==> config.mk <==
export PLATFORM = sky130hd
export DESIGN_NAME = i2c_master_byte_engine_unit
export DESIGN_NICKNAME = d
export VERILOG_FILES = /design/src/design/imbe_pkg.sv /design/src/design/i2c_master_byte_engine_unit.sv
export SDC_FILE = /design/constraint.sdc
export NUM_CORES = 1
export LEC_CHECK = 0
export BUFFER_PORTS_ARGS = -buffer_cell sky130_fd_sc_hd__buf_4
export CAP_MARGIN = 20
export CORE_MARGIN = 3
export CORE_UTILIZATION = 50
export DETAILED_ROUTE_END_ITERATION = 6
export PLACE_DENSITY = 0.74
export SYNTH_ARGS = -nofsm -noshare
export SYNTH_HDL_FRONTEND = slang
export SYNTH_SLANG_ARGS = --single-unit
export TNS_END_PERCENT = 10
==> constraint.sdc <==
create_clock -name clk -period 10.6 [get_ports clk]
set_input_delay 1.06 -clock clk [delete_from_list [all_inputs] [get_ports clk]]
set_output_delay 1.06 -clock clk [all_outputs]
set_load 0.1 [all_outputs]
==> src/design/imbe_pkg.sv <==
// ============================================================================
// imbe_pkg - shared types and constants of the I2C master byte engine
// Command codes, phase encoding and beat field widths.
// ============================================================================
package imbe_pkg;

  // Command codes carried in the func field of an input beat
  localparam logic [2:0] FUNC_TICK  = 3'd0;
  localparam logic [2:0] FUNC_START = 3'd1;
  localparam logic [2:0] FUNC_STOP  = 3'd2;
  localparam logic [2:0] FUNC_WRITE = 3'd3;
  localparam logic [2:0] FUNC_READ  = 3'd4;

  // Configuration register indexes
  localparam logic CFG_HALF_PERIOD = 1'b0;
  localparam logic CFG_ACK_TIMEOUT = 1'b1;

  // Reset values of the configuration registers
  localparam logic [15:0] HALF_PERIOD_RST = 16'd200;
  localparam logic [7:0]  ACK_TIMEOUT_RST = 8'd250;

  localparam int IN_DATA_W  = 16;
  localparam int OUT_DATA_W = 16;
  localparam int CFG_DATA_W = 16;

  // Bus sequencing phases, one-hot
  typedef enum logic [13:0] {
    PH_IDLE = 14'b00000000000001,
    PH_S1   = 14'b00000000000010,
    PH_S2   = 14'b00000000000100,
    PH_P1   = 14'b00000000001000,
    PH_P2   = 14'b00000000010000,
    PH_WH   = 14'b00000000100000,
    PH_WL   = 14'b00000001000000,
    PH_A1   = 14'b00000010000000,
    PH_A2   = 14'b00000100000000,
    PH_POLL = 14'b00001000000000,
    PH_RL   = 14'b00010000000000,
    PH_RH   = 14'b00100000000000,
    PH_M1   = 14'b01000000000000,
    PH_M2   = 14'b10000000000000
  } phase_t;

  // Fields of one result beat
  typedef struct packed {
    logic [7:0] rx_byte;
    logic       timed_out;
    logic       ack_seen;
    logic       done_res;
    logic       busy_res;
    logic       sda_released;
    logic       sda_level;
    logic       scl_level;
  } result_t;

endpackage

==> src/design/i2c_master_byte_engine_unit.sv <==
// ============================================================================
// i2c_master_byte_engine_unit - byte-level I2C master sequencer
// Start, stop, write-byte and read-byte commands advanced by tick beats.
// ============================================================================
// Usage:
//   Input stream (in_*): each beat is a command or a tick. While idle the
//   engine takes one command (start, stop, write byte, read byte); while
//   busy it ignores commands and advances only on tick beats, each of which
//   carries the sampled SDA level. Every bus delay lasts half_period_ticks
//   ticks; the acknowledge poll after a write takes one sample per tick.
//   Result stream (out_*): exactly one beat per input beat, giving the SCL
//   and SDA drive after that step plus busy/done and the last write/read
//   outcome (ack_seen, timed_out, rx_byte).
//   The result is registered, valid in the cycle after the input handshake;
//   throughput is one beat per cycle unless stalled, set by the single
//   result register. A stalled receiver holds the result register and
//   backpressures in_tready only while it is full and not being drained.
//   Configuration (cfg_*): single-cycle writes, meant only while idle.
//   Reset (rst_n low, synchronous): phase idle, SCL and SDA driven high,
//   counters and flags cleared, registers back to 200 / 250, no result
//   pending.
// ============================================================================
module i2c_master_byte_engine_unit #(
  parameter int TICK_COUNTER_WIDTH = 16
) (
  input  logic                             clk,
  input  logic                             rst_n,
  // Input stream
  input  logic                             in_tvalid,
  output logic                             in_tready,
  // [2:0] func, [10:3] tx_byte, [11] ack_after_read, [12] sda_sample, [15:13] zero
  input  logic [imbe_pkg::IN_DATA_W-1:0]   in_tdata,
  // Result stream
  output logic                             out_tvalid,
  input  logic                             out_tready,
  // [0] scl_level, [1] sda_level, [2] sda_released, [3] busy_res, [4] done_res,
  // [5] ack_seen, [6] timed_out, [14:7] rx_byte, [15] zero
  output logic [imbe_pkg::OUT_DATA_W-1:0]  out_tdata,
  // Configuration write port
  input  logic                             cfg_we,
  input  logic                             cfg_addr,
  input  logic [imbe_pkg::CFG_DATA_W-1:0]  cfg_wdata
);

  localparam int TW = TICK_COUNTER_WIDTH;
  // Compare width covers both the 16-bit period and the tick counter, plus carry
  localparam int CW = ((TW > 16) ? TW : 16) + 1;

  // Configuration registers
  logic [15:0] half_period_r;
  logic [7:0]  ack_timeout_r;

  // Engine state
  imbe_pkg::phase_t phase_r, phase_nxt;
  logic [3:0]    bit_count_r, bit_count_nxt;
  logic [7:0]    shift_r, shift_nxt;
  logic [TW-1:0] tick_count_r, tick_count_nxt;
  logic [7:0]    poll_count_r, poll_count_nxt;
  logic          scl_r, scl_nxt;
  logic          sda_r, sda_nxt;
  logic          sda_in_mode_r, sda_in_mode_nxt;
  logic          ack_choice_r, ack_choice_nxt;
  logic          ack_result_r, ack_result_nxt;
  logic          timeout_flag_r, timeout_flag_nxt;
  logic [7:0]    rx_hold_r, rx_hold_nxt;
  logic          done;

  // Result register
  logic                            out_valid_r;
  logic [imbe_pkg::OUT_DATA_W-1:0] out_data_r;
  imbe_pkg::result_t               res;

  // Input beat fields
  logic [2:0] in_func;
  logic [7:0] in_tx_byte;
  logic       in_ack_after_read;
  logic       in_sda_sample;
  logic       in_accept;

  assign in_func           = in_tdata[2:0];
  assign in_tx_byte        = in_tdata[10:3];
  assign in_ack_after_read = in_tdata[11];
  assign in_sda_sample     = in_tdata[12];

  // Take a new beat whenever the result register is free or draining
  assign in_tready = !out_valid_r || out_tready;
  assign in_accept = in_tvalid && in_tready;

  // Delay timer: the delay expires once tick_count + 1 reaches the period,
  // the period being at least one and at most the counter's full scale.
  logic [CW-1:0] lim_w, period_raw, period_w, next_w;
  logic          expired;

  assign lim_w      = {{(CW-TW){1'b0}}, {TW{1'b1}}};
  assign period_raw = (half_period_r == '0) ? CW'(1) : CW'(half_period_r);
  assign period_w   = (period_raw > lim_w) ? lim_w : period_raw;
  assign next_w     = CW'(tick_count_r) + CW'(1);
  assign expired    = next_w >= period_w;

  // Acknowledge poll limit check
  logic       poll_over;
  logic [8:0] poll_inc;
  assign poll_inc  = {1'b0, poll_count_r} + 9'd1;
  assign poll_over = poll_inc > {1'b0, ack_timeout_r};

  logic [3:0] bit_inc;
  assign bit_inc = bit_count_r + 4'd1;

  always_comb begin
    phase_nxt        = phase_r;
    bit_count_nxt    = bit_count_r;
    shift_nxt        = shift_r;
    tick_count_nxt   = tick_count_r;
    poll_count_nxt   = poll_count_r;
    scl_nxt          = scl_r;
    sda_nxt          = sda_r;
    sda_in_mode_nxt  = sda_in_mode_r;
    ack_choice_nxt   = ack_choice_r;
    ack_result_nxt   = ack_result_r;
    timeout_flag_nxt = timeout_flag_r;
    rx_hold_nxt      = rx_hold_r;
    done             = 1'b0;

    if (in_func == imbe_pkg::FUNC_TICK) begin
      if (phase_r == imbe_pkg::PH_POLL) begin
        // One acknowledge sample per tick, no delay timer
        if (!in_sda_sample) begin
          scl_nxt        = 1'b0;
          ack_result_nxt = 1'b1;
          phase_nxt      = imbe_pkg::PH_IDLE;
          done           = 1'b1;
        end else if (poll_over) begin
          // Give up: flag the timeout and run a stop
          ack_result_nxt   = 1'b0;
          timeout_flag_nxt = 1'b1;
          sda_in_mode_nxt  = 1'b0;
          scl_nxt          = 1'b1;
          sda_nxt          = 1'b0;
          tick_count_nxt   = '0;
          phase_nxt        = imbe_pkg::PH_P1;
        end else begin
          poll_count_nxt = poll_inc[7:0];
        end
      end else if (phase_r != imbe_pkg::PH_IDLE) begin
        if (!expired) begin
          tick_count_nxt = next_w[TW-1:0];
        end else begin
          tick_count_nxt = '0;
          case (phase_r)
            imbe_pkg::PH_S1: begin
              sda_nxt   = 1'b0;
              phase_nxt = imbe_pkg::PH_S2;
            end
            imbe_pkg::PH_S2: begin
              scl_nxt   = 1'b0;
              phase_nxt = imbe_pkg::PH_IDLE;
              done      = 1'b1;
            end
            imbe_pkg::PH_P1: begin
              sda_nxt   = 1'b1;
              phase_nxt = imbe_pkg::PH_P2;
            end
            imbe_pkg::PH_P2: begin
              phase_nxt = imbe_pkg::PH_IDLE;
              done      = 1'b1;
            end
            imbe_pkg::PH_WH: begin
              scl_nxt   = 1'b0;
              phase_nxt = imbe_pkg::PH_WL;
            end
            imbe_pkg::PH_WL: begin
              bit_count_nxt = bit_inc;
              if (bit_inc >= 4'd8) begin
                // Release SDA for the acknowledge
                sda_nxt         = 1'b1;
                sda_in_mode_nxt = 1'b1;
                phase_nxt       = imbe_pkg::PH_A1;
              end else begin
                sda_nxt   = shift_r[7];
                shift_nxt = {shift_r[6:0], 1'b0};
                scl_nxt   = 1'b1;
                phase_nxt = imbe_pkg::PH_WH;
              end
            end
            imbe_pkg::PH_A1: begin
              scl_nxt   = 1'b1;
              phase_nxt = imbe_pkg::PH_A2;
            end
            imbe_pkg::PH_A2: begin
              poll_count_nxt = '0;
              phase_nxt      = imbe_pkg::PH_POLL;
            end
            imbe_pkg::PH_RL: begin
              // Raise SCL and sample the data bit
              scl_nxt   = 1'b1;
              shift_nxt = {shift_r[6:0], in_sda_sample};
              phase_nxt = imbe_pkg::PH_RH;
            end
            imbe_pkg::PH_RH: begin
              bit_count_nxt = bit_inc;
              scl_nxt       = 1'b0;
              if (bit_inc >= 4'd8) begin
                rx_hold_nxt     = shift_r;
                sda_in_mode_nxt = 1'b0;
                sda_nxt         = !ack_choice_r;
                phase_nxt       = imbe_pkg::PH_M1;
              end else begin
                phase_nxt = imbe_pkg::PH_RL;
              end
            end
            imbe_pkg::PH_M1: begin
              scl_nxt   = 1'b1;
              phase_nxt = imbe_pkg::PH_M2;
            end
            imbe_pkg::PH_M2: begin
              scl_nxt   = 1'b0;
              phase_nxt = imbe_pkg::PH_IDLE;
              done      = 1'b1;
            end
            default: begin
              phase_nxt = imbe_pkg::PH_IDLE;
            end
          endcase
        end
      end
    end else if (phase_r == imbe_pkg::PH_IDLE) begin
      // Command while idle; unused codes only clear the timer
      tick_count_nxt = '0;
      case (in_func)
        imbe_pkg::FUNC_START: begin
          sda_in_mode_nxt = 1'b0;
          sda_nxt         = 1'b1;
          scl_nxt         = 1'b1;
          phase_nxt       = imbe_pkg::PH_S1;
        end
        imbe_pkg::FUNC_STOP: begin
          sda_in_mode_nxt = 1'b0;
          scl_nxt         = 1'b1;
          sda_nxt         = 1'b0;
          phase_nxt       = imbe_pkg::PH_P1;
        end
        imbe_pkg::FUNC_WRITE: begin
          ack_result_nxt   = 1'b0;
          timeout_flag_nxt = 1'b0;
          sda_in_mode_nxt  = 1'b0;
          bit_count_nxt    = '0;
          sda_nxt          = in_tx_byte[7];
          shift_nxt        = {in_tx_byte[6:0], 1'b0};
          scl_nxt          = 1'b1;
          phase_nxt        = imbe_pkg::PH_WH;
        end
        imbe_pkg::FUNC_READ: begin
          sda_in_mode_nxt = 1'b1;
          ack_choice_nxt  = in_ack_after_read;
          shift_nxt       = '0;
          bit_count_nxt   = '0;
          scl_nxt         = 1'b0;
          phase_nxt       = imbe_pkg::PH_RL;
        end
        default: begin
        end
      endcase
    end
  end

  // Result fields reflect the state after this beat
  always_comb begin
    res.scl_level    = scl_nxt;
    res.sda_level    = sda_in_mode_nxt | sda_nxt;
    res.sda_released = sda_in_mode_nxt;
    res.busy_res     = phase_nxt != imbe_pkg::PH_IDLE;
    res.done_res     = done;
    res.ack_seen     = ack_result_nxt;
    res.timed_out    = timeout_flag_nxt;
    res.rx_byte      = rx_hold_nxt;
  end

  // Configuration registers
  always_ff @(posedge clk) begin
    if (!rst_n) begin
      half_period_r <= imbe_pkg::HALF_PERIOD_RST;
      ack_timeout_r <= imbe_pkg::ACK_TIMEOUT_RST;
    end else if (cfg_we) begin
      case (cfg_addr)
        imbe_pkg::CFG_HALF_PERIOD: half_period_r <= cfg_wdata[15:0];
        imbe_pkg::CFG_ACK_TIMEOUT: ack_timeout_r <= cfg_wdata[7:0];
        default: begin
        end
      endcase
    end
  end

  // Engine state advances only on an accepted beat
  always_ff @(posedge clk) begin
    if (!rst_n) begin
      phase_r        <= imbe_pkg::PH_IDLE;
      bit_count_r    <= '0;
      shift_r        <= '0;
      tick_count_r   <= '0;
      poll_count_r   <= '0;
      scl_r          <= 1'b1;
      sda_r          <= 1'b1;
      sda_in_mode_r  <= 1'b0;
      ack_choice_r   <= 1'b0;
      ack_result_r   <= 1'b0;
      timeout_flag_r <= 1'b0;
      rx_hold_r      <= '0;
    end else if (in_accept) begin
      phase_r        <= phase_nxt;
      bit_count_r    <= bit_count_nxt;
      shift_r        <= shift_nxt;
      tick_count_r   <= tick_count_nxt;
      poll_count_r   <= poll_count_nxt;
      scl_r          <= scl_nxt;
      sda_r          <= sda_nxt;
      sda_in_mode_r  <= sda_in_mode_nxt;
      ack_choice_r   <= ack_choice_nxt;
      ack_result_r   <= ack_result_nxt;
      timeout_flag_r <= timeout_flag_nxt;
      rx_hold_r      <= rx_hold_nxt;
    end
  end

  // Result register: load on accept, drop on drain, hold while stalled
  always_ff @(posedge clk) begin
    if (!rst_n) begin
      out_valid_r <= 1'b0;
    end else if (in_accept) begin
      out_valid_r <= 1'b1;
    end else if (out_tready) begin
      out_valid_r <= 1'b0;
    end
  end

  always_ff @(posedge clk) begin
    if (in_accept) begin
      out_data_r <= {1'b0, res};
    end
  end

  assign out_tvalid = out_valid_r;
  assign out_tdata  = out_data_r;

endmodule

==> summary.txt, run 1 <==
Global route
  – Grt total ovfl: 0
  – First-pass GRT wire length: 25.2 mm
  – Initial antenna violation count: 0
  – Largest net degree at the start of global routing: 54
  – Global-route usage over all layers: a little under a quarter
  – Vias in the first global route: roughly 5200

STA
  – Clock skew: 10.0 ps
  – Final setup vio count: 0
  – RSZ-0062 raised after global routing: false
  – Crit path time final: 5250 ps
  – Worst Tran Pin Value: 989 ps
  – Setup TNS: 0 ps
  – Final Cycle Share: 49.5%
  – Worst hold slack: 457 ps
  – Max Slew Vio Count: 0
  – Final hold vios: 0
  – Max Freq: 0.191 GHz
  – Normalized max-slew margin: 34.0%

Synth
  – Synth area leader: dfxtp_1
  – Synthesized flop and latch total: around 100
  – Post-synth EDFFs: 15
  – Sequential area share after synthesis: between 30% and 40%
  – Ranking of synthesized cells by area: dfxtp_1, edfxtp_1, ha_1
  – Syn_nets: a little under 800
  – FFs w/ async S/R, synth: 0%
  – Yosys top cell area share: just under 30%
  – Mapped Area: 6050 µm²
  – Netlist cell types: 75
  – Syn Inst Count: 730
  – Post-synth top flop: dfxtp_1
  – Yosys warning count: 0
  – Syn_area_per_cell: 8.29 µm²

Floorplanning
  – I/O pin count: 56
  – Row count: 39
  – Die Wd: 116 µm
  – Initial core utilization: 52.1%
  – Die area: 13500 µm²
  – Die height: 116 µm
  – Core footprint: 11600 µm²

Route
  – WL final: 15.3 mm
  – DRC violations left: 0
  – Vias per cell: approximately 6.2
  – First-iteration detailed-routing DRC count: 442
  – ANT nets after route: 0
  – DR vias: approximately 5600
  – DR WL/cell: 16.9 µm
  – DRT Pass-1 Iters: 5

Layout
  – Fill count: around 1000
  – Share of cells above drive strength 1: around 15%
  – Commonest non-fill, non-tap cell in the layout: dfxtp_1
  – Layout area overhead: 12.1%
  – NumNets Final: 824
  – Most frequent cells in the layout: dfxtp_1, nand2_1, a21oi_1
  – Total inserted antenna cells: 0
  – Fin util: about three fifths

Critical path
  – Buf+Inv Stages, Crit Path: 0
  – Startpoint class of the critical path: register
  – Worst reg-to-reg setup slack: 5350 ps
  – Critical Path Slowest Stage Cell: nor3_2
  – Reg2Reg Depth: 15
  – Peak per-stage delay on the critical path: roughly 800 ps
  – R2R Path End: rx_hold_r[7]
  – Critical Path Fanout Max: 11
  – Worst EP arrival: 5490 ps
  – Cells along the critical path: nand3_1, nor3_1, and3_1, nand3_1, nor2_1, nand3_1, xnor2_1, ha_1, nand3_1, nor2_1, a21boi_1, o211ai_1, nor3_2, mux2_2, o21ba_2
  – CP endpoint kind: register
  – Reg2Reg Launch Point: tick_count_r[2]
  – Crit path launch: tick_count_r[2]
  – Top delay family on crit path: simple AND/OR/NAND/NOR gates
  – Crit path kind: reg2reg
  – Data required time of the worst path: 10840 ps
  – Cell mode on critical path: nand3_1

Place
  – Final Wtd Congestion: 0.939
  – PortBufs: 51
  – Hpwl dp: 10.9 mm

Clocking
  – CTS Buffer Depth: 2
  – Clock transition at path regs: 70 ps
  – Setup Fix Bufs, Post-CTS: 0
  – H-tree levels: 3
  – Hold buffers post-CTS: 0
  – Clock latency on the worst-skew pair: 360 ps
  – TritonCTS Buffers: 9
  – Clk Tree Root Cell: clkbuf_16
  – Num Clock Sinks: 104
  – TritonCTS clock tree: built
  – PostCTS Resize Cnt: 0

Worst hold path
  – Hold Path Origin: half_period_r[0]
  – HP Class: reg2reg
  – Hold depth: 2
  – Hold Path End: half_period_r[0]

Flow run
  – Max-Cap Viols: 0

Power and ir drop
  – Maximum vdd drop: 0.121 mV
  – Leak: 0.00273 µW
  – Pwr/cell area: between 100 and 150 nW/µm²

Run status
  – Status: finished clean
-- cells in the mapped netlist, drive strengths merged (9+ instances only) --
cell type,count
nor4,10
nand4,12
xnor2,14
ha,27
o211ai,19
a21oi,67
buf,11
and3,15
nand2b,12
mux2,9
a22o,9
clkbuf,24
o21ai,40
dfxtp,89
nor3,14
a31oi,10
edfxtp,15
nand3,37
nand2,85
or3,12
inv,32
nor2,54
-- how the worst max path moves through the flow --
stage	endpoint	slack (ps)	depth (start not counted)
3_3_place_gp	rx_hold_r[3]	5560	15
6_report	rx_hold_r[7]	5350	15
2_1_floorplan	rx_hold_r[7]	6670	15
5_1_grt	rx_hold_r[3]	4980	15
4_1_cts	rx_hold_r[2]	5430	15
3_5_place_dp	rx_hold_r[2]	5470	15
-- where the power goes --
part           internal (µW)  switching [µW]  total [µW]
clock                    186             147         333
combinational           47.9             106         154
sequential               418            10.5         428
-- logic make-up after synthesis --
group                      synth area share (%)
AOI/OAI and AO/OA                          22.2
muxes                                      1.84
adders and majority gates                  5.58
buffers and inverters                      4.43
and+or+nand+nor                            25.8
xor gates and xnor gates                   3.18
other                                    0.0620
DFF                                        36.9
-- worst reg2reg max path, cell delays in order, from the launching register on --
cell and delay (ps):
dfxtp_1 430, nand3_1 190, nor3_1 470, and3_1 250, nand3_1 200, nor2_1 300
nand3_1 160, xnor2_1 170, ha_1 310, nand3_1 90, nor2_1 200, a21boi_1 490
o211ai_1 490, nor3_2 800, mux2_2 430, o21ba_2 190
-- stage by stage --
stage / std cells / total power (µW) / cell area [µm²] / setup WS [ps]
2_1_floorplan: 730 / 549 / 6050 / 6670
3_3_place_gp: 890 / 585 / 6470 / 5560
3_5_place_dp: 890 / 588 / 6470 / 5470
4_1_cts: 906 / 920 / 6780 / 5430
5_1_grt: 907 / 953 / 6780 / 4980
6_report: 907 / 916 / 6780 / 5350
-- layer usage --
metal / GRT usage (%) / vias up / share of wire (%)
li1: - / 2723 / -
met1: 30.1 / 2625 / 44
met2: 39.2 / 215 / 47
met3: 5.27 / 35 / 6.6
met4: 7.27 / 0 / 2.4
met5: 0 / - / 0
-- flip-flops by register name, indices dropped and copies added (netlist names) --
register	flops
timeout_flag_r	1
half_period_r	16
ack_result_r	1
phase_r	14
bit_count_r	4
shift_r	8
ack_choice_r	1
tick_count_r	16
sda_r	1
out_tdata	15
scl_r	1
rx_hold_r	8
out_tvalid	1
poll_count_r	8
sda_in_mode_r	1
ack_timeout_r	8
-- area by class of cell --
class	count	area [µm²]	area share, %
Timing Repair Buffer	53	398	5.87
Multi-Input combinational cell	559	3550	52.4
Sequential cell	104	2230	32.9
Tap cell	143	179	2.64
Clock inverter	4	25.0	0.369
Inverter	32	120	1.77
Clock buffer	12	278	4.10
Power figures use the tool's default switching activity.
==> run 2, diff against run 1 <==
==> constraint.sdc (replaced) <==
create_clock -name clk -period 4.95 [get_ports clk]
set_input_delay 0.495 -clock clk [delete_from_list [all_inputs] [get_ports clk]]
set_output_delay 0.495 -clock clk [all_outputs]
set_load 0.1 [all_outputs]
==> summary.txt, run 2 (synthesis results as in run 1) <==
Worst hold path
  – HP Class: in2reg

Critical path
  – Startpoint class of the critical path: register
  – Reg2Reg Depth: 17
  – Data required time of the worst path: 5200 ps
  – Top delay family on crit path: simple AND/OR/NAND/NOR gates
  – Peak per-stage delay on the critical path: 450 ps
  – Cell mode on critical path: nand3_1
  – Critical Path Fanout Max: 9
  – Worst reg-to-reg setup slack: 650 ps
  – Worst EP arrival: 4550 ps
  – Crit path launch: tick_count_r[2]
  – Crit path kind: reg2reg
  – R2R Path End: rx_hold_r[2]
  – Cells along the critical path: nand3_1, nor3_1, and3_1, nand3_1, nor2_1, nand3_1, xnor2_1, ha_1, nand3_1, nor2_1, a21boi_1, o211ai_1, buf_4, nor3_2, buf_4, mux2_2, o21ba_2
  – CP endpoint kind: register
  – CP endpoint: rx_hold_r[2]
  – Critical Path Slowest Stage Cell: a21boi_1
  – Reg2Reg Launch Point: tick_count_r[2]
  – Buf+Inv Stages, Crit Path: 2
  – Critical path depth: 17

STA
  – RSZ-0062 raised after global routing: false
  – Worst hold slack: approximately 390 ps
  – Final worst slack: 650 ps
  – Normalized max-slew margin: about 32%
  – Max Freq: 0.233 GHz
  – Crit path time final: 4300 ps
  – Setup TNS: 0 ps
  – Final hold vios: 0
  – Clock skew: 11.6 ps
  – Worst Tran Pin Value: 1020 ps
  – Max Slew Vio Count: 0
  – Final setup vio count: 0
  – Final Cycle Share: 86.9%

Route
  – WL final: 15.5 mm
  – DR WL/cell: around 17 µm
  – Vias per cell: 6.09
  – DR vias: 5574
  – ANT nets after route: 0
  – First-iteration detailed-routing DRC count: 373
  – DRC violations left: 0
  – DRT Pass-1 Iters: 5

Global route
  – Grt total ovfl: 0
  – First-pass GRT wire length: about 26 mm
  – Vias in the first global route: ~5300
  – Global-route usage over all layers: 24.1%
  – Initial antenna violation count: 0
  – Largest net degree at the start of global routing: 54

Layout
  – Most frequent cells in the layout: dfxtp_1, nand2_1, a21oi_1
  – Total inserted antenna cells: 0
  – Layout area overhead: 13.0%
  – Final std cell area, no fill: 6840 µm²
  – Share of cells above drive strength 1: 15.4%
  – Commonest non-fill, non-tap cell in the layout: dfxtp_1
  – NumNets Final: 833
  – Fill count: between 1000 and 1500

Power and ir drop
  – Switching portion of total power: 29.1%
  – Pwr/cell area: 286 nW/µm²
  – Maximum vdd drop: 0.221 mV
  – Switching power: 569 µW
  – Comb pwr share: between 10% and 20%
  – Int Pwr: 1390 µW
  – Seq pwr share: around 47%
  – Clock power share: a little over a third
  – Leak: 0.00276 µW

Clocking
  – Num Clock Sinks: ~100
  – CTS Buffer Depth: 2
  – Clock latency on the worst-skew pair: ~360 ps
  – Clock transition at path regs: about 70 ps
  – Clk Tree Root Cell: clkbuf_16
  – TritonCTS Buffers: 9
  – H-tree levels: 3
  – TritonCTS clock tree: built

Floorplanning
  – I/O pin count: between 50 and 60
  – Core footprint: 11600 µm²
  – Die height: between 100 and 150 µm
  – Die area: 13500 µm²
  – Die Wd: 116 µm
  – Initial core utilization: 52.1%
  – Row count: 39

Place
  – Area after DPL: 6520 µm²
  – PortBufs: 51
  – Hpwl dp: 11.2 mm
  – Setup WS pre-CTS: 439 ps
  – Final Wtd Congestion: 0.933

Flow run
  – Max-Cap Viols: 0

Run status
  – Status: finished clean
## run 2: worst min-delay path by stage
stage                     startpoint               end  slack, ps  cells past startpoint
finish                  cfg_wdata[3]  half_period_r[3]        390                      3
global route            cfg_wdata[7]  half_period_r[7]        380                      3
detailed placement  ack_timeout_r[0]  ack_timeout_r[0]        460                      2
floorplan           ack_timeout_r[2]  ack_timeout_r[2]        440                      2
CTS                     cfg_wdata[8]  half_period_r[8]        370                      3
global placement    ack_timeout_r[2]  ack_timeout_r[2]        450                      2
## run 2: worst min-delay path, cell delays in order
cell and delay [ps]:
buf_4 90, nand2_1 40, o211ai_1 70
## run 2: metal layers
layer	GRT usage (%)	vias to the layer above	part of all wire (%)
li1	-	2741	-
met4	8.28	0	2.1
met3	5.80	27	6.2
met5	0	-	0
met2	39.5	201	47
met1	31.1	2605	44
## run 2: stage by stage
stage	utilization, %	instances	total power (µW)
final	58.9	916	1960
after global routing	58.9	916	2040
after CTS	58.6	912	1970
after detailed placement	56.1	896	1260
after global placement	56.1	896	1260
after floorplan	-	730	1180
## run 2: cell type report
class | count | area [µm²] | area share (%)
Sequential cell | 104 | 2230 | 32.7
Clock buffer | 10 | 229 | 3.35
Multi-Input combinational cell | 559 | 3550 | 51.9
Inverter | 32 | 120 | 1.76
Timing Repair Buffer | 62 | 465 | 6.81
Tap cell | 143 | 179 | 2.62
Clock inverter | 6 | 60.1 | 0.878
## run 2: what timing repair did
action                     in CTS  in global routing
resized for setup               0                  0
buffers inserted                0                  3
hold buffers                    0                  0
setup endpoints to repair       0                 17
## run 2: power groups by stage
stage	sequential [µW]	clock, µW	combinational, µW
global route	922	760	360
floorplan	1000	0	174
global placement	935	0	321
CTS	917	724	329
detailed placement	936	0	328
finish	917	709	332
